===== src/rtl/core/ests_ram.sv =====
`default_nettype none
// ---------------------------------------------------------------------------
// ests_ram - simple dual-port synchronous RAM
// One write port, one read port, registered read data.
// ---------------------------------------------------------------------------
module ests_ram #(
  parameter int WIDTH = 8,
  parameter int DEPTH = 16
) (
  input  wire logic                     clk,
  input  wire logic                     we,
  input  wire logic [$clog2(DEPTH)-1:0] waddr,
  input  wire logic [WIDTH-1:0]         wdata,
  input  wire logic                     re,
  input  wire logic [$clog2(DEPTH)-1:0] raddr,
  output      logic [WIDTH-1:0]         rdata
);

  logic [WIDTH-1:0] mem [DEPTH];

  always_ff @(posedge clk) begin
    if (we) begin
      mem[waddr] <= wdata;
    end
    if (re) begin
      rdata <= mem[raddr];
    end
  end

endmodule

`default_nettype wire


===== config.mk =====
export PLATFORM = sky130hd
export DESIGN_NAME = ests_ram
export DESIGN_NICKNAME = d
export VERILOG_FILES = /design/src/rtl/core/ests_ram.sv
export SDC_FILE = /design/constraint.sdc
export NUM_CORES = 1
export LEC_CHECK = 0
export BUFFER_PORTS_ARGS = -buffer_cell sky130_fd_sc_hd__buf_2
export CORE_MARGIN = 5
export CORE_UTILIZATION = 30
export DETAILED_ROUTE_END_ITERATION = 8
export PLACE_DENSITY = 0.45
export SLEW_MARGIN = 20
export SYNTH_ARGS = -nofsm -noshare
export SYNTH_HDL_FRONTEND = slang
export SYNTH_SLANG_ARGS = --single-unit

===== constraint.sdc =====
create_clock -name clk -period 2.2 [get_ports clk]
set_input_delay 0.66 -clock clk [delete_from_list [all_inputs] [get_ports clk]]
set_output_delay 0.66 -clock clk [all_outputs]
set_load 0.02 [all_outputs]

==> out/metrics.cfg, run 1 <==
[clocking]
cts_buffers = 17
post_cts_buffers = 0
cts.path.max_buffers = 2
hold_buffers = 0
clock_latency_ns = 0.42
clk_pin_slew_ns = 0.06
cts.sinks = 136
htree_num_levels = 4
cts_tree = yes
cts-root-buf = clkbuf_16
cts_resized = 0

[setup_path]
cp-start-kind = primary input
critPathMaxFanout = 9
cp_cell_sequence = buf_2 -> buf_12 -> buf_4 -> mux4_1 -> a22oi_1 -> nand2_1
critical_path.max_stage_delay_ns = 0.58
cp_data_required_time_ns = 2.37
path_class = in2reg
cp-end-kind = flip-flop
slowest_stage = mux4_1
cp.arrival_ns = 2.07

[sta]
report.final.hold_viol_count = 0
fin_skew_ns = 0.006257
min_period_ns = 1.906
drv_slew = 0
rsz0062_at_grt = false
finalCritPeriodShare_pct = 86.65
max_freq_mhz = 524.6
tightest_slew_ns = 0.7903
setup_viol = 0
slew_headroom_pct = 47.20

[min_path]
hp-class = in2reg

[pwr]
peakVddDrop_mv = 0.5611
power.density_mw_per_mm2 = 978.5
p_leak_nw = 2.168

[placed_design]
gp_congestion = 0.6846
placed_cell_area_mm2 = 0.005803
dpl.hpwl_um = 7412
portBuffers = 26

[floorplan]
die_area_mm2 = 0.02017
start_util_pct = 30.43
placementRows = 48
die_y_um = 142.0
core-area_mm2 = 0.01718
chipWidth_um = 142.0
io_pins = 27

[layout]
final_util_pct = 37.46
drive_gt1_share_pct = 33.22
area_growth_pct = 23.10
final_nets = 308
antenna_cells = 0
postLayoutCellArea_mm2 = 0.006435
nFillCells = 1636

[outcome]
outcome = completed

[synth]
syn_area_per_cell_um2 = 22.83
syn_nets = 248
ys_warn_count = 0
seq_area_frac_synth_pct = 78.12
ys_seq_elements = 136
synth_cells = 229
syn_area_mm2 = 0.005228
ys_types = 18

[routing]
firstDrtPassIters = 4
route.detailed.drc = 0
ant_nets = 0
finalWirelength_um = 11590
vias_per_cell = 4.684
vias = 2464
routedWlPerCell_um = 22.04
drt-initial-drc-count = 209

[grt]
antenna_found_initial = 0
grt_max_degree = 19
overflow = 0
grt_pass1_wl_um = 17400
grt_pass1_vias = 2655
grt_usage_pct = 12.43

[flow_run]
maxCapViolCount = 0

[synthesized netlist by cell type]
cell | instances | share of area [%]
or3b_2 | 1 | 0.17
nand2_1 | 9 | 0.65
clkdlybuf4s25_2 | 3 | 0.57
buf_4 | 1 | 0.14
edfxtp_1 | 136 | 78
buf_2 | 3 | 0.29
buf_6 | 3 | 0.65
nand3b_1 | 2 | 0.29
nor2b_1 | 1 | 0.12
mux4_1 | 14 | 7.0
and2b_1 | 1 | 0.14
nand2b_1 | 2 | 0.24
nand3_1 | 1 | 0.096
a22oi_1 | 16 | 2.3
and2_1 | 1 | 0.12
mux4_2 | 18 | 7.8
nor3_1 | 4 | 0.38
nor2_1 | 13 | 0.93
[worst max-delay path: cells and delay by family]
kind,cells,cell delay [ns]
mux,1,0.58
buf+inv,3,0.45
compound gates,1,0.29
simple gates,1,0.08
[state kept, by name, summed over array words and instances (netlist names)]
register  cells
mem         128
rdata         8
[path summary, 6_finish.rpt]
path / startpoint / to / slack (ns) / cells past startpoint
hold reg to reg: mem[15][1] / rdata[1] / 0.76 / 3
hold / removal: re / rdata[4] / 0.61 / 1
setup reg to reg: mem[7][7] / rdata[7] / 0.65 / 3
setup / recovery: raddr[0] / rdata[5] / 0.29 / 6
[through the flow]
stage	hold WS, ns	worst slack, ns	std cells	setup TNS, ns	power, W
finish	0.6051	0.2938	526	0	0.006297
global route	0.5911	0.2261	526	0	0.006520
CTS	0.5963	0.2846	526	0	0.006357
detailed placement	0.7460	-0.1607	495	-0.6716	0.003310
global placement	0.7311	-0.1420	495	-0.6017	0.003307
floorplan	0.7048	0.04713	229	0	0.003148
[cell families (layout without fill, tap and decap cells)]
family                 after synthesis  in the layout  synth area share (%)
and+or+nand+nor                     35             35                 3.136
buffers and inverters               10             82                 1.651
DFF                                136            136                 78.12
AOI/OAI and AO/OA                   16             16                 2.298
muxes                               32             32                 14.79
[layout make-up]
class	instances	area (um2)	share of cell area [%]
flip-flops and latches	136	4084	63.46
multi-input cells	83	1057	16.43
clock buffers	17	425.4	6.611
repair buffers	51	380.4	5.911
well taps	225	281.5	4.375
clock inverters	14	206.4	3.208
[placed cells by master (no fill, tap or decap), types with 2 or more instances in the layout]
cell type   instances
a22oi_1            16
buf_12              5
buf_2              26
buf_4              20
bufinv_16           5
clkbuf_16          17
clkinv_2            4
clkinv_4            2
clkinvlp_4          2
edfxtp_1          136
mux4_1             14
mux4_2             18
nand2_1             9
nand2b_1            2
nand3b_1            2
nor2_1             13
nor3_1              4
[layer usage]
layer / part of all wire [%] / wire length (um) / global-route usage, %
met5: 0 / 0 / 0
met4: 0.88 / 102 / 3.636
met3: 3.6 / 412 / 4.368
met2: 45 / 5234 / 17.66
met1: 50 / 5843 / 18.10
[power by group]
group / switching, W / internal [W] / leakage [nW] / total, W
clock: 0.00106 / 0.00199 / 0.306 / 0.00305
combinational: 0.000187 / 0.000129 / 0.626 / 0.000315
sequential: 0.0000129 / 0.00292 / 1.24 / 0.00293
No activity file was read; power rests on OpenSTA's default activity.
==> run 2, diff against run 1 <==
clock period = 1.6 ns   (was 2.2 ns; I/O delays follow)
==> run 2 against run 1 <==
The run now ends with negative setup slack left. Global-route usage shrank 0.69 points. Non-clock buffer count increased by 21. Critical endpoint unchanged. Hold slack got worse by 0.17 ns. Setup slack got worse by 0.31 ns. Clock power grew 29%. Critical path depth did not move. Flip-flop and latch count did not move. Highest routed layer unchanged. Via count grew 0.97%. Design area is 2.6% higher.
==> out/metrics.cfg, run 2 (synthesis results as in run 1) <==
[layout]
register_area_mm2 = 0.004084
top_register = mem
reg_top3 = mem: 128 flops, rdata: 8 flops
multi_input_area_mm2 = 0.001067
stdcell_count = 548
final_nets = 329
area_growth_pct = 26.30
largest_register_ff_count = 128
layout_common_cells = 136 x edfxtp_1, 38 x buf_4, 29 x mux4_2
mostFrequentLayoutCell = edfxtp_1
antenna_cells = 0
drive_gt1_share_pct = 42.41
postLayoutCellArea_mm2 = 0.006603
nFillCells = 1586

[sta]
report.final.hold_viol_count = 0
holdWs_ns = 0.4328
min_period_ns = 1.612
slew_headroom_pct = 41.71
tightest_slew_ns = 0.8725
worst_slack_ns = -0.01212
drv_slew = 0
fin_skew_ns = 0.01703
setup_viol = 1
max_freq_mhz = 620.3
finalCritPeriodShare_pct = 100.8

[outcome]
violations = negative setup slack
outcome = complete, but fails checks

[placed_design]
dpl.hpwl_um = 7472
gp_congestion = 0.7406
pre_cts_slack_ns = -0.4996
portBuffers = 26
placed_cell_area_mm2 = 0.005904
dpl.cell_count = 506

[setup_path]
startpoint = raddr[0]
rrSetupSlack_ns = 0.09
cp_cell_sequence = buf_2 -> buf_12 -> buf_4 -> mux4_2 -> a22oi_1 -> nand2_1
reg2reg_depth = 3
path_class = in2reg
reg2reg_from = mem[1][0]
cp_data_required_time_ns = 1.75
critPathMaxFanout = 13
cp-end-kind = flip-flop
r2r-end = rdata[0]
critPathCapture = rdata[5]
critical_path.max_stage_delay_ns = 0.50
slowest_stage = mux4_2
cp.arrival_ns = 1.76
cp-start-kind = primary input

[grt]
overflow = 0
grt_pass1_vias = 2661
antenna_found_initial = 0
grt_usage_pct = 11.74
grt_max_degree = 17
grt_pass1_wl_um = 16690

[flow_run]
maxCapViolCount = 0

[clocking]
cts.path.max_buffers = 2
cts-root-buf = clkbuf_16
clock_latency_ns = 0.42
cts_tree = yes
clk_pin_slew_ns = 0.05
cts_buffers = 17
cts.sinks = 136
htree_num_levels = 4

[routing]
drt-met1-wl_um = 5090
finalWirelength_um = 10880
vias = 2488
drt-initial-drc-count = 159
vias_per_cell = 4.540
wl_met2_um = 5259
wl_met3_um = 351
routed.top_layer = met4
route.detailed.drc = 0
firstDrtPassIters = 4
ant_nets = 0
routedWlPerCell_um = 19.85

[pwr]
p_leak_nw = 2.225
power.density_mw_per_mm2 = 1279
peakVddDrop_mv = 0.7846

[floorplan]
die_y_um = 142.0
core-area_mm2 = 0.01718
placementRows = 48
die_area_mm2 = 0.02017
start_util_pct = 30.43
chipWidth_um = 142.0
io_pins = 27

[min_path]
holdCritStartpoint = re
hp-class = in2reg

-- run 2: changes by cell type in the layout (fill, tap and decap cells not counted), moves of 4 or more --
cell      delta
buf_4       +18
a22oi_1      -4
mux4_1      -11
clkbuf_1     +4
a22oi_2      +4
mux4_2      +11
-- run 2: critical path: cells and delay by family --
| family | cells | cell delay (ns) |
|---|---|---|
| buffers and inverters | 3 | 0.44 |
| and+or+nand+nor | 1 | 0.08 |
| AOI/OAI and AO/OA | 1 | 0.25 |
| muxes | 1 | 0.50 |
-- run 2: per-stage QoR --
step	utilization, %	setup TNS (ns)	power [W]
floorplan	-	-0.6768	0.004349
global placement	34.38	-7.074	0.004562
CTS	37.86	0	0.008500
finish	38.44	-0.01212	0.008443
global route	38.44	-0.003652	0.008755
detailed placement	34.38	-7.962	0.004567
-- run 2: what timing repair did --
item,CTS,global route
resized for setup,1,4
buffers inserted,0,10
setup endpoints to repair,1,5
pin swaps,0,1
hold buffers,0,0
-- run 2: worst min path at each step --
stage / to / slack (ns) / depth (start not counted)
3_3_place_gp: rdata[7] / 0.72 / 3
3_5_place_dp: rdata[7] / 0.74 / 3
5_1_grt: rdata[0] / 0.41 / 1
4_1_cts: rdata[0] / 0.42 / 1
6_report: rdata[2] / 0.43 / 1
2_1_floorplan: mem[0][0] / 0.58 / 0
-- run 2: routing by layer --
layer  track usage, %  vias up
met5                0        -
met4            5.000        0
met3            3.629       14
met2            17.71       59
met1            15.80     1283
li1                 -     1132
-- run 2: cell type report --
| class | count | share of cell area, % |
|---|---|---|
| clock buffers | 21 | 6.670 |
| well taps | 225 | 4.264 |
| multi-input cells | 83 | 16.16 |
| clock inverters | 11 | 2.331 |
| flip-flops and latches | 136 | 61.85 |
| repair buffers | 72 | 8.717 |
-- run 2: where the power goes --
part	switching (W)	internal, W	total (W)
combinational	0.000256	0.000220	0.000476
clock	0.00135	0.00258	0.00393
sequential	0.0000202	0.00402	0.00404
total	0.00163	0.00682	0.00844
==> run 3, diff against run 2 <==
--- a/config.mk
+++ b/config.mk
@@ -11,4 +11,5 @@
 export DETAILED_ROUTE_END_ITERATION = 8
 export PLACE_DENSITY = 0.45
+export RECOVER_POWER = 25
 export SLEW_MARGIN = 20
 export SYNTH_ARGS = -nofsm -noshare
==> constraint.sdc (replaced) <==
create_clock -name clk -period 1.6 [get_ports clk]
set_input_delay 0.24 -clock clk [delete_from_list [all_inputs] [get_ports clk]]
set_output_delay 0.24 -clock clk [all_outputs]
set_load 0.02 [all_outputs]
==> run 3 against run 2 <==
The run now ends clean. Critical path depth is 3 lower. Clock skew shrank 0.0096 ns. Clock power down 5.1%. Critical endpoint is now rdata[2]. Largest cell class unchanged.
==> out/metrics.cfg, run 3 (synthesis results as in run 1) <==
[floorplan]
die_area_mm2 = 0.02017
start_util_pct = 30.43
placementRows = 48
chipWidth_um = 142.0
core-area_mm2 = 0.01718
die_y_um = 142.0
io_pins = 27

[setup_path]
rrSetupSlack_ns = 0.09
cp-end-kind = flip-flop
critPathMaxFanout = 1
reg2reg_depth = 3
critical_path.max_stage_delay_ns = 0.53
crit_family = multiplexers
slowest_stage = mux4_1
cp_cell_sequence = mux4_1 -> a22oi_1 -> nand2_1
path_depth = 3
cp_data_required_time_ns = 1.75
startpoint = mem[5][2]
reg2reg_from = mem[5][2]
cp.arrival_ns = 1.66
cp-start-kind = flip-flop
r2r-end = rdata[2]
cp.buffers_inverters = 0
path_class = reg2reg

[grt]
grt_usage_pct = 11.57
grt_pass1_vias = 2622
antenna_found_initial = 0
grt_pass1_wl_um = 16480
overflow = 0
grt_max_degree = 23

[routing]
route.detailed.drc = 0
firstDrtPassIters = 5
finalWirelength_um = 10770
vias = 2442
drt-initial-drc-count = 224
vias_per_cell = 4.582
routedWlPerCell_um = 20.20
ant_nets = 0

[layout]
area_growth_pct = 22.36
nFillCells = 1608
register_area_mm2 = 0.004084
mostFrequentLayoutCell = edfxtp_1
antenna_cells = 0
top_register = mem
layout_common_cells = 136 x edfxtp_1, 28 x buf_4, 19 x buf_2
largest_register_ff_count = 128
final_nets = 314
postLayoutCellArea_mm2 = 0.006396
reg_top3 = mem: 128 flops, rdata: 8 flops
multi_input_area_mm2 = 0.001072
drive_gt1_share_pct = 31.49

[placed_design]
gp_congestion = 0.7253
placed_cell_area_mm2 = 0.005828
dpl.hpwl_um = 7258
portBuffers = 26

[clocking]
cts_buffers = 17
htree_num_levels = 4
cts_tree = yes
cts-root-buf = clkbuf_16
cts.path.max_buffers = 2
post_cts_buffers = 0
clk_pin_slew_ns = 0.06
hold_buffers = 0
cts.sinks = 136
clock_latency_ns = 0.41
cts_resized = 0

[sta]
report.final.hold_viol_count = 0
tightest_slew_ns = 0.8966
drv_slew = 0
fin_skew_ns = 0.007414
max_freq_mhz = 662.2
setup-tns-final_ns = 0
slew_headroom_pct = 40.11
setup_viol = 0
rsz0062_at_grt = false
finalCritPeriodShare_pct = 94.38
min_period_ns = 1.510

[pwr]
power_w = 0.008179
power.density_mw_per_mm2 = 1279
p_leak_nw = 2.149
peakVddDrop_mv = 0.6972

[outcome]
outcome = completed

[flow_run]
maxCapViolCount = 0

[min_path]
hp-class = in2reg
holdCritStartpoint = re
min_to = rdata[2]
worstHoldPathCells = 1

-- run 3: area by class of cell --
type	instances	share of cell area, %
flip-flops and latches	136	63.85
multi-input cells	83	16.76
clock buffers	18	6.710
repair buffers	57	6.123
well taps	225	4.401
clock inverters	14	2.152
-- run 3: metrics by stage --
step / cells / hold slack (ns) / setup slack [ns] / utilization [%]
after floorplan: 229 / 0.3389 / 0.07759 / -
after global placement: 501 / 0.6382 / -0.2562 / 33.93
after detailed placement: 501 / 0.6456 / -0.2685 / 33.93
after CTS: 533 / 0.2076 / 0.06258 / 37.23
after global routing: 533 / 0.2215 / 0.009047 / 37.24
final: 533 / 0.2411 / 0.08999 / 37.24
-- run 3: worst max path at each step --
stage,endpoint,slack (ns)
2_1_floorplan,rdata[1],0.08
3_3_place_gp,rdata[0],-0.26
3_5_place_dp,rdata[0],-0.27
4_1_cts,rdata[0],0.06
5_1_grt,rdata[5],0.009
6_report,rdata[2],0.09
-- run 3: where the power goes --
part / leakage (nW) / internal (W) / switching (W)
sequential: 1.24 / 0.00402 / 0.0000211
clock: 0.282 / 0.00240 / 0.00133
combinational: 0.631 / 0.000173 / 0.000240
-- run 3: per-layer routing --
layer | track usage, % | up-vias | routed length, um
met2 | 17.54 | 62 | 5126
li1 | - | 1112 | -
met3 | 4.234 | 7 | 608
met1 | 15.75 | 1261 | 4944
met4 | 3.333 | 0 | 89
met5 | 0 | - | 0
