===== src/rtl/core/ests_pkg.sv =====
`default_nettype none
// ---------------------------------------------------------------------------
// ests_pkg - shared types and constants
// Slot layout, event kinds, channel words and the slot table entry format.
// ---------------------------------------------------------------------------
package ests_pkg;

  localparam int OBJECTS     = 16;
  localparam int REACTIONS   = 64;
  localparam int WORKERS     = 64;
  localparam int WORKER_BASE = OBJECTS * REACTIONS;
  localparam int SLOTS       = OBJECTS * REACTIONS + 2 * WORKERS;
  localparam int SLOT_AW     = $clog2(SLOTS);
  localparam int OBJ_AW      = (OBJECTS > 1) ? $clog2(OBJECTS) : 1;

  // event kinds
  localparam logic [3:0] MODE_RX_START    = 4'd0;
  localparam logic [3:0] MODE_RX_END      = 4'd1;
  localparam logic [3:0] MODE_SCHEDULE    = 4'd2;
  localparam logic [3:0] MODE_USER_EVENT  = 4'd3;
  localparam logic [3:0] MODE_USER_VALUE  = 4'd4;
  localparam logic [3:0] MODE_WAIT_START  = 4'd5;
  localparam logic [3:0] MODE_WAIT_END    = 4'd6;
  localparam logic [3:0] MODE_ADV_START   = 4'd7;
  localparam logic [3:0] MODE_ADV_END     = 4'd8;

  typedef enum logic [1:0] {
    OP_NONE,
    OP_START,
    OP_END,
    OP_VALUE
  } op_t;

  typedef struct packed {
    logic [3:0]         mode;
    logic [3:0]         object_index;
    logic [3:0]         trigger_index;
    logic               trigger_valid;
    logic [7:0]         reaction_index;
    logic [7:0]         worker_index;
    logic signed [63:0] event_time;
    logic signed [63:0] user_amount;
  } in_word_t;

  typedef struct packed {
    logic               dropped;
    logic [31:0]        slot_occurrences;
    logic signed [63:0] slot_sum;
    logic signed [63:0] slot_largest;
    logic signed [63:0] slot_smallest;
    logic [31:0]        object_occurrences;
    logic signed [63:0] latest_event_time;
  } out_word_t;

  typedef struct packed {
    logic [63:0] opened_at;
    logic [31:0] count;
    logic [63:0] total;
    logic [63:0] largest;
    logic [63:0] smallest;
  } slot_entry_t;

  // decoded event, carried down the sequencer
  typedef struct packed {
    logic               dropped;
    logic               has_slot;
    logic               has_obj;
    op_t                op;
    logic [OBJ_AW-1:0]  obj;
    logic [SLOT_AW-1:0] slot;
  } ctl_t;

  function automatic logic [31:0] sat_inc32(input logic [31:0] c);
    return (c == 32'hFFFF_FFFF) ? c : c + 32'd1;
  endfunction

  function automatic logic signed_gt(input logic [63:0] a, input logic [63:0] b);
    return $signed(a) > $signed(b);
  endfunction

endpackage

`default_nettype wire


===== src/rtl/core/ests_fold.sv =====
`default_nettype none
// ---------------------------------------------------------------------------
// ests_fold - slot entry update
// Start records a time; end/value folds into count, total, max and min, and end clears the start time.
// ---------------------------------------------------------------------------
module ests_fold
  import ests_pkg::*;
(
  input  wire slot_entry_t cur,
  input  wire op_t         op,
  input  wire logic [63:0] val,
  output      slot_entry_t upd
);

  always_comb begin
    upd = cur;
    unique case (op)
      OP_NONE: begin
      end
      OP_START: begin
        upd.opened_at = val;
      end
      OP_END, OP_VALUE: begin
        if (op == OP_END) begin
          upd.opened_at = '0;
        end
        upd.count = sat_inc32(cur.count);
        upd.total = cur.total + val;
        if (signed_gt(val, cur.largest)) begin
          upd.largest = val;
        end
        // zero minimum marks an empty slot
        if (signed_gt(cur.smallest, val) || cur.smallest == '0) begin
          upd.smallest = val;
        end
      end
      default: begin
      end
    endcase
  end

endmodule

`default_nettype wire


===== config.mk =====
export PLATFORM = sky130hd
export DESIGN_NAME = ests_fold
export DESIGN_NICKNAME = d
export VERILOG_FILES = /design/src/rtl/core/ests_pkg.sv /design/src/rtl/core/ests_fold.sv
export SDC_FILE = /design/constraint.sdc
export NUM_CORES = 1
export LEC_CHECK = 0
export ABC_CLOCK_PERIOD_IN_PS = 3000
export BUFFER_PORTS_ARGS = -buffer_cell sky130_fd_sc_hd__buf_2
export CELL_PAD_IN_SITES_DETAIL_PLACEMENT = 0
export CELL_PAD_IN_SITES_GLOBAL_PLACEMENT = 1
export CORE_AREA = 2 2 249 251
export DETAILED_ROUTE_END_ITERATION = 16
export DIE_AREA = 0 0 251 253
export PLACE_DENSITY_LB_ADDON = 0.1
export SETUP_SLACK_MARGIN = 0.1
export SLEW_MARGIN = 20
export SYNTH_ARGS = -nofsm -noshare
export SYNTH_HDL_FRONTEND = slang
export SYNTH_SLANG_ARGS = --single-unit

===== constraint.sdc =====
create_clock -name vclk -period 3
set_clock_uncertainty 0.05 [all_clocks]
set_input_delay 0.15 -clock vclk [all_inputs]
set_output_delay 0.15 -clock vclk [all_outputs]
set_load 0.01 [all_outputs]

==> results.md, run 1 <==
- Status: finished, violations left
- Failing checks: setup timing
- Crit-path most repeated cell: buf_6
- CP Class: input pin to output pin
- Worst slew pin tran: 0.8137 ns
- Final Util: a little under two fifths
- Inst Count DP: 3417
- Worst path slowest cell: fa_2
- Max cap viols: 0
- Full die area: ~64000 sq um
- Seq/Total Area, Yosys: 0%
- Flip-flop and latch count: 0
- Worst path required time: 2.80 ns
- First-pass GRT wire length: 110100 microns
- CP endpoint kind: output pin
- Final setup violation count: between 150 and 200
- Worst EP arrival: 3.33 ns
- Routed vias/inst: between 4 and 5
- Leakage power: 0.01160 uW
- Crit path launch: cur[128]
- Final count of pins violating max slew: 0
- TritonRoute pass-1 iters: 5
- Die width: 251 microns
- Layout cells sized above 1: 57.61%
- Worst vdd ir: 0.09390 mV
- Worst-path maximum fanout: 3
- Core Region: ~61000 sq um
- RSZ-0062 raised after global routing: yes
- Place WS: -0.8628 ns
- Site Rows: 91
- Gr usage total: 22.83%
- Post-route insts no fill: 3503
- Cells after Synth: 1549
- Final setup margin: -0.5326 ns
- Syn_nets: 2096
- Die Ht: ~250 microns
- Register Area: 0 sq um
- Initial Util: 18.35%
- Initial antenna violation count: 12
- Port Buffers: 642
- Largest net degree at the start of global routing: 64
- Synthesized area: 11200 sq um
- Area grow syn2layout: 100.1%
- Crit path launch type: input pin
- CP peak stage delay: 0.41 ns
- Critical Path, Cell by Cell: buf_8 > ha_4 > inv_4 > fa_2 > nor2b_4 > o211a_4 > o21ai_4 > a311oi_4 > nand3b_1 > nand4_1 > a21bo_4 > buf_6 > buf_6 > o31a_1 > xnor2_1 > mux2_4 > buf_6
- CTS Hold Bufs: 0
- Initial DRC Count: 602
- # nets final: 3255
- Wire per inst: 22.10 microns
- Yosys Warn Count: 0
- Fmax: about 0.28 GHz
- Final period utilization: 117.8%
- Vias: 16330
- DRC violations left: 0
- Type of the most critical hold path: input pin to output pin
- Power Density: 225.9 nW/um^2
- Synth unique cells: 66
- Final ANT Viol Nets: 0
- Routed WL: 77410 microns
- Crit-path leading delay family: compound AO/OA/AOI/OAI gates
- GRT overflow: 0
- Period minus WS final: 3.533 ns
- Buffers & Inverters on Critical Path: 5
- Gpl congestion: ~0.88
- Hpwl dp: 64780 microns
- Hold Crit Start: cur[191]
- I/O pin total: 642
- Number of global-route vias before repair: 16940
- Final hold viol count: 0
- Setup TNS: -48.15 ns
- Mean area per synthesized cell: approximately 7.2 sq um
- Clock buffer count in the final layout: 0
- Slew HR: 45.76%
==> repair_timing <==
action / 4_1_cts / 5_1_grt
setup buffers: 49 / 23
setup endpoints to repair: 174 / 169
resized for setup: 269 / 127
pin swaps: 78 / 69
gates cloned: 13 / 4
==> final cells by class <==
cell class         instances  area, sq um
diodes                     7        17.52
fillers                 6575        38610
inverters                155        591.8
multi-input cells       1330        12210
well taps                790        988.4
repair buffers          1221         8612
==> tightest hold or removal path, delay by kind of cell <==
kind / cells / cell delay (ns)
buf+inv: 2 / 0.21
xor+xnor: 1 / 0.05
==> per-layer routing <==
metal  vias up  GRT usage, %  wire length, microns
met5         -             0                    51
met4         8         2.823                  1094
met3        54         2.580                  3347
met2       421         41.59                 38490
met1      7792         29.48                 34420
li1       8050             -                     -
==> cells in the final DEF, fill, tap and decap left out, types with 16 or more instances in the layout <==
| cell | Yosys | layout |
|---|---|---|
| buf_6 | 0 | 81 |
| ha_4 | 0 | 46 |
| buf_2 | 18 | 568 |
| xnor2_1 | 54 | 51 |
| mux2i_1 | 130 | 81 |
| o21ai_0 | 114 | 97 |
| a21o_1 | 90 | 89 |
| nor4_1 | 20 | 16 |
| nand3_1 | 23 | 21 |
| nand4_1 | 62 | 62 |
| inv_1 | 154 | 141 |
| buf_4 | 0 | 532 |
| mux2_2 | 113 | 102 |
| ha_1 | 192 | 143 |
| a21oi_1 | 110 | 82 |
| mux2i_4 | 0 | 35 |
| a21oi_2 | 0 | 26 |
| xor2_1 | 34 | 32 |
| nor2_1 | 61 | 58 |
| nand2_1 | 138 | 136 |
==> power by group <==
group | internal, uW | switching, uW
Combinational | 2590 | 2480
Clock | 0.000251 | 0
Sequential | 0 | 0
==> cells by family (layout without fill, tap and decap cells) <==
logic type      Yosys count  in the layout  share of synthesized area, %
compound gates          424            425                         24.02
xor+xnor                 88             88                         6.881
fa+ha+maj               193            193                         21.63
buf+inv                 220           1376                         7.574
mux                     247            247                         23.38
other cells               0              7                             0
simple gates            377            377                         16.52
==> worst paths after layout <==
| path | endpoint | cells after the start |
|---|---|---|
| worst max-delay path | upd[176] | 17 |
| worst min-delay path | upd[191] | 3 |
==> metrics by stage <==
stage	power (uW)	area, sq um	hold slack, ns
2_1_floorplan	2057	11670	0.3301
3_3_place_gp	4181	19430	0.5227
3_5_place_dp	4182	19430	0.5222
4_1_cts	4836	21570	0.5227
5_1_grt	5435	22410	0.5341
6_report	5064	22420	0.5216
==> cell usage after synthesis, types with 8 or more instances <==
library cell	count	area, sq um
nor4_1	20	125.1
xor2_1	34	297.8
xnor2_1	54	473.0
o21ai_0	114	570.6
nand2b_1	9	56.30
mux2_2	113	1272
a31oi_1	8	50.05
o211ai_1	13	97.59
nand2_1	138	518.0
o21a_1	12	90.09
nor2b_1	11	68.82
a21oi_1	110	550.5
clkbuf_1	38	142.6
nor2_1	61	229.0
o21bai_1	18	135.1
ha_1	192	2402
mux2i_1	130	1301
nor3_1	16	80.08
inv_1	154	578.1
buf_2	18	90.09
and3_1	8	50.05
nand4_1	62	387.9
nand3_1	23	115.1
a21o_1	90	675.7
a211oi_1	9	67.56
buf_1	9	33.78
Power figures use the tool's default switching activity.
==> run 2, diff against run 1 <==
--- a/config.mk
+++ b/config.mk
@@ -13,6 +13,7 @@
 export DETAILED_ROUTE_END_ITERATION = 16
 export DIE_AREA = 0 0 251 253
 export PLACE_DENSITY_LB_ADDON = 0.1
+export RECOVER_POWER = 25
 export SETUP_SLACK_MARGIN = 0.1
 export SLEW_MARGIN = 20
 export SYNTH_ARGS = -nofsm -noshare
==> run 2 against run 1 <==
- the flow still finishes with violations (setup timing)
- critical path depth did not move
- global-route usage did not move
- via count barely moved
- design area fell by 0.12%
- total power barely moved
- first-iteration DRC count did not move
- routed wire length barely moved
- utilization barely moved
- sequential share of layout area did not move
- worst hold slack did not move
- largest cell class unchanged
- largest power group unchanged
==> results.md, run 2 (synthesis gave the netlist of run 1 again) <==
- Status: finished, violations left
- Failing checks: setup timing
- Worst EP arrival: 3.33 ns (about the same)
- TritonRoute pass-1 iters: 5 (unchanged)
- Hpwl dp: 64780 microns (unchanged)
- Vias: 16340 (+0.092%)
- Die width: 251 microns (unchanged)
- Crit path launch type: input pin
- # nets final: 3255 (unchanged)
- Final hold viol count: 0 (unchanged)
- Worst vdd ir: 0.09378 mV (-0.13%)
- DRC violations left: 0 (unchanged)
- Clock buffer count in the final layout: 0 (unchanged)
- Core Region: 61030 sq um (unchanged)
- Final period utilization: 117.7% (about the same)
- First-pass GRT wire length: 110100 microns (unchanged)
- Routed WL: 77470 microns (about the same)
- Final ANT Viol Nets: 0 (unchanged)
- Gpl congestion: 0.8802 (unchanged)
- GRT overflow: 0 (unchanged)
- Worst-path maximum fanout: 3 (unchanged)
- Fin area: 22390 sq um (-0.12%)
- Final setup violation count: 154 (+0.65%)
- Die Ht: 253 microns (unchanged)
- Most common cell after layout, fill and taps aside: buf_2
- Flip-flop and latch count: 0 (unchanged)
- Gr usage total: 22.83% (unchanged)
- Number of global-route vias before repair: 16940 (unchanged)
- Most frequent cells in the layout: buf_2 (568), buf_4 (529), ha_1 (143)
- Wire per inst: 22.12 microns (about the same)
- Slew HR: 1.547% (-44 points)
- Worst path required time: 2.80 ns (about the same)
- CP endpoint kind: output pin
- I/O pin total: 642 (unchanged)
- Layout cells sized above 1: 57.50% (-0.11 points)
- RSZ-0062 raised after global routing: yes
- Crit-path most repeated cell: buf_6
- Worst path slowest cell: fa_2
- Final Util: 36.69% (-0.043 points)
- Port Buffers: 642 (unchanged)
- Placed Area: 19430 sq um (unchanged)
- Period minus WS final: 3.531 ns (-0.001721 ns)
- Hold Crit Start: cur[191]
- Initial DRC Count: 602 (unchanged)
- Final count of pins violating max slew: 0 (unchanged)
- PnR Total Power: 5059 uW (about the same)
- Routed vias/inst: 4.665 (about the same)
- Place WS: -0.8628 ns (unchanged)
- CP peak stage delay: 0.41 ns (about the same)
- Largest net degree at the start of global routing: 64 (unchanged)
- Crit path launch: cur[128]
- Initial antenna violation count: 12 (unchanged)
- Final setup margin: -0.5309 ns (+0.001721 ns)
- Register Area: 0 sq um (unchanged)
- Worst slew pin tran: 1.477 ns (+0.6631 ns)
- Fmax: 0.2832 GHz (about the same)
- CP Class: input pin to output pin
- Type of the most critical hold path: input pin to output pin
- Full die area: 63500 sq um (unchanged)
- Leakage power: 0.01159 uW (about the same)
- Critical Path, Cell by Cell: buf_8 > ha_4 > inv_4 > fa_2 > nor2b_4 > o211a_4 > o21ai_4 > a311oi_4 > nand3b_1 > nand4_1 > a21bo_4 > buf_6 > buf_6 > o31a_1 > xnor2_1 > mux2_4 > buf_6
- Area grow syn2layout: 99.90%
- Site Rows: 91 (unchanged)
- Max cap viols: 0 (unchanged)
- Power Density: 226.0 nW/um^2 (about the same)
- Initial Util: 18.35% (unchanged)
==> run 2: repair_timing <==
| action | 4_1_cts | 5_1_grt |
|---|---|---|
| gates resized for setup | 269 | 127 |
| buffers inserted | 49 | 23 |
| endpoints found under the setup margin | 174 | 169 |
| gates cloned | 13 | 4 |
| hold buffers | 0 | 0 |
| pin swaps | 78 | 69 |
==> run 2: path summary, 6_finish.rpt <==
check	depth (start not counted)	endpoint	slack, ns
setup / recovery	17	upd[176]	-0.53
hold / removal	3	upd[191]	0.52
==> run 2: routing by layer <==
metal,routed length (microns),vias up,track usage [%],part of all wire (%)
li1,-,8049,-,-
met1,34420,7791,29.48,44
met2,38380,430,41.59,50
met3,3393,62,2.580,4.4
met4,1228,8,2.823,1.6
met5,52,-,0,0.067
==> run 2: cell type report <==
type | instances | area [sq um]
diodes | 7 | 17.52
fillers | 6576 | 38640
inverters | 155 | 591.8
multi-input cells | 1330 | 12200
well taps | 790 | 988.4
repair buffers | 1221 | 8593
==> run 2: metrics by stage <==
stage               TNS (ns)  hold slack (ns)  std cells
floorplan                  0           0.3301       1549
global placement      -87.26           0.5227       3417
detailed placement    -89.29           0.5222       3417
CTS                   -48.89           0.5227       3478
global route          -71.66           0.5341       3500
finish                -47.39           0.5216       3503
==> run 2: worst max-delay path, delay by kind of cell <==
kind / cells / cell delay [ns]
AOI/OAI and AO/OA: 5 / 1.16
muxes: 1 / 0.26
buffers and inverters: 5 / 0.50
adders and majority gates: 2 / 0.57
xor gates and xnor gates: 1 / 0.12
and+or+nand+nor: 3 / 0.56
==> run 2: power breakdown <==
group	internal, uW	switching [uW]	total, uW
Clock	0.000249	0	0.000249
Combinational	2580	2480	5060
Sequential	0	0	0
Total	2580	2480	5060
==> run 3, diff against run 2 <==
--- a/config.mk
+++ b/config.mk
@@ -7,7 +7,7 @@
 export LEC_CHECK = 0
 export ABC_CLOCK_PERIOD_IN_PS = 3000
 export BUFFER_PORTS_ARGS = -buffer_cell sky130_fd_sc_hd__buf_2
-export CELL_PAD_IN_SITES_DETAIL_PLACEMENT = 0
+export CELL_PAD_IN_SITES_DETAIL_PLACEMENT = 1
 export CELL_PAD_IN_SITES_GLOBAL_PLACEMENT = 1
 export CORE_AREA = 2 2 249 251
 export DETAILED_ROUTE_END_ITERATION = 16
==> run 3 against run 2 <==
- the run still ends with setup timing left
- combinational power increased by 8.7%
- first-iteration DRC count decreased by 14%
- fmax increased by 0.64%
- utilization increased by 1.9 points
- flip-flop and latch count unchanged
- worst hold slack got worse by 0.0027 ns
- largest cell class unchanged
- critical endpoint is now upd[188]
- global-route usage increased by 1.4 points
- count of clock-buffer cells in the layout unchanged
- sequential share of layout area unchanged
- via count increased by 2.3%
- largest power group unchanged
==> results.md, run 3 (synthesis gave the netlist of run 1 again) <==
- Layout cells sized above 1: 59.42% (+1.9 points)
- Leakage power: 0.01212 uW (+4.6%)
- Number of global-route vias before repair: 18060 (+6.6%)
- Crit path launch type: input pin
- Inst Count DP: 3417 (unchanged)
- DRC violations left: 0 (unchanged)
- Worst slew pin tran: 0.8314 ns (-0.6454 ns)
- Port Buffers: 642 (unchanged)
- CP endpoint kind: output pin
- Type of the most critical hold path: input pin to output pin
- Gr usage total: 24.21% (+1.4 points)
- Fmax: 0.2850 GHz (+0.64%)
- Register Area: 0 sq um (unchanged)
- CTS Hold Bufs: 0 (unchanged)
- Failing checks: setup timing
- Gpl congestion: 0.8802 (unchanged)
- Flip-flop and latch count: 0 (unchanged)
- Final count of pins violating max slew: 0 (unchanged)
- Power Density: 233.5 nW/um^2 (+3.4%)
- Area grow syn2layout: 110.2%
- Most frequent cells in the layout: buf_4 (524), buf_2 (499), buf_6 (163)
- Hpwl dp: 67620 microns (+4.4%)
- Core Region: 61030 sq um (unchanged)
- Routed WL: 81170 microns (+4.8%)
- Die Ht: 253 microns (unchanged)
- Final hold viol count: 0 (unchanged)
- GRT overflow: 0 (unchanged)
- Final Util: 38.57% (+1.9 points)
- Post-route insts no fill: 3518 (+0.43%)
- Initial Util: 18.35% (unchanged)
- Initial antenna violation count: 16 (+4)
- Site Rows: 91 (unchanged)
- Fin area: 23540 sq um (+5.1%)
- Clock buffer count in the final layout: 0 (unchanged)
- # nets final: 3267 (+0.37%)
- First-pass GRT wire length: 116200 microns (+5.5%)
- Slew HR: 44.57% (+43 points)
- Wire per inst: 23.07 microns (+4.3%)
- Largest net degree at the start of global routing: 64 (unchanged)
- PnR Total Power: 5497 uW (+8.7%)
- TritonRoute pass-1 iters: 4 (-1)
- Final setup margin: -0.5083 ns (+0.02255 ns)
- Status: finished, violations left
- Die width: 251 microns (unchanged)
- Routed vias/inst: 4.750 (+1.8%)
- Worst-path maximum fanout: 6 (+3)
- Most common cell after layout, fill and taps aside: buf_4
- Final period utilization: 116.9% (-0.75 points)
- Final ANT Viol Nets: 0 (unchanged)
- Final setup violation count: 146 (-5.2%)
- Worst EP arrival: 3.31 ns (-0.02 ns)
- Placed Area: 19430 sq um (unchanged)
- Worst vdd ir: 0.09828 mV (+4.8%)
- Vias: 16710 (+2.3%)
- CP Class: input pin to output pin
- Full die area: 63500 sq um (unchanged)
- I/O pin total: 642 (unchanged)
- RSZ-0062 raised after global routing: yes
- Hold WS: 0.5188 ns (-0.002736 ns)
- Period minus WS final: 3.508 ns (-0.02255 ns)
- Initial DRC Count: 516 (-14%)
- Worst path required time: 2.80 ns (about the same)
- Max cap viols: 0 (unchanged)
## run 3: stage by stage
| step | setup TNS (ns) | worst slack (ns) |
|---|---|---|
| after global placement | -87.26 | -0.8853 |
| after detailed placement | -96.31 | -0.8745 |
| after floorplan | 0 | 0.01340 |
| final | -45.60 | -0.5083 |
| after CTS | -43.71 | -0.5974 |
| after global routing | -63.20 | -0.5636 |
## run 3: area by class of cell
class	instances	area, sq um
fill	7375	37490
multi-input combinational	1329	12630
timing repair buffer	1234	9280
tap	790	988.4
inverter	155	619.3
antenna	10	25.02
## run 3: path summary, 6_finish.rpt
check | start | end | cells past startpoint
max | cur[152] | upd[188] | 15
min | cur[191] | upd[191] | 3
## run 3: power by group
group	internal [uW]	switching, uW	total, uW
clock network	0.000448	0	0.000448
logic	2880	2620	5500
registers	0	0	0
## run 3: per-layer routing
metal / vias to the layer above / GRT usage (%) / share of wire (%)
li1: 8059 / - / -
met1: 8086 / 29.55 / 42
met2: 460 / 44.00 / 50
met3: 94 / 3.958 / 5.0
met4: 12 / 5.918 / 2.5
met5: - / 0 / 0.099
## run 3: repair_timing
action,in CTS,in global routing
gates resized for setup,486,174
setup buffers,54,28
pin swaps,102,75
cloned,13,0
setup endpoints to repair,174,167
## run 3: critical path, cell delays in order
cell	delay, ns
buf_6	0.10
ha_4	0.26
buf_6	0.12
and4_4	0.26
nand3_4	0.08
or2_4	0.28
a311oi_4	0.30
nand3b_1	0.21
nand4_1	0.20
a21bo_4	0.32
buf_4	0.16
o41ai_4	0.35
xor2_1	0.12
mux2_4	0.28
buf_6	0.12
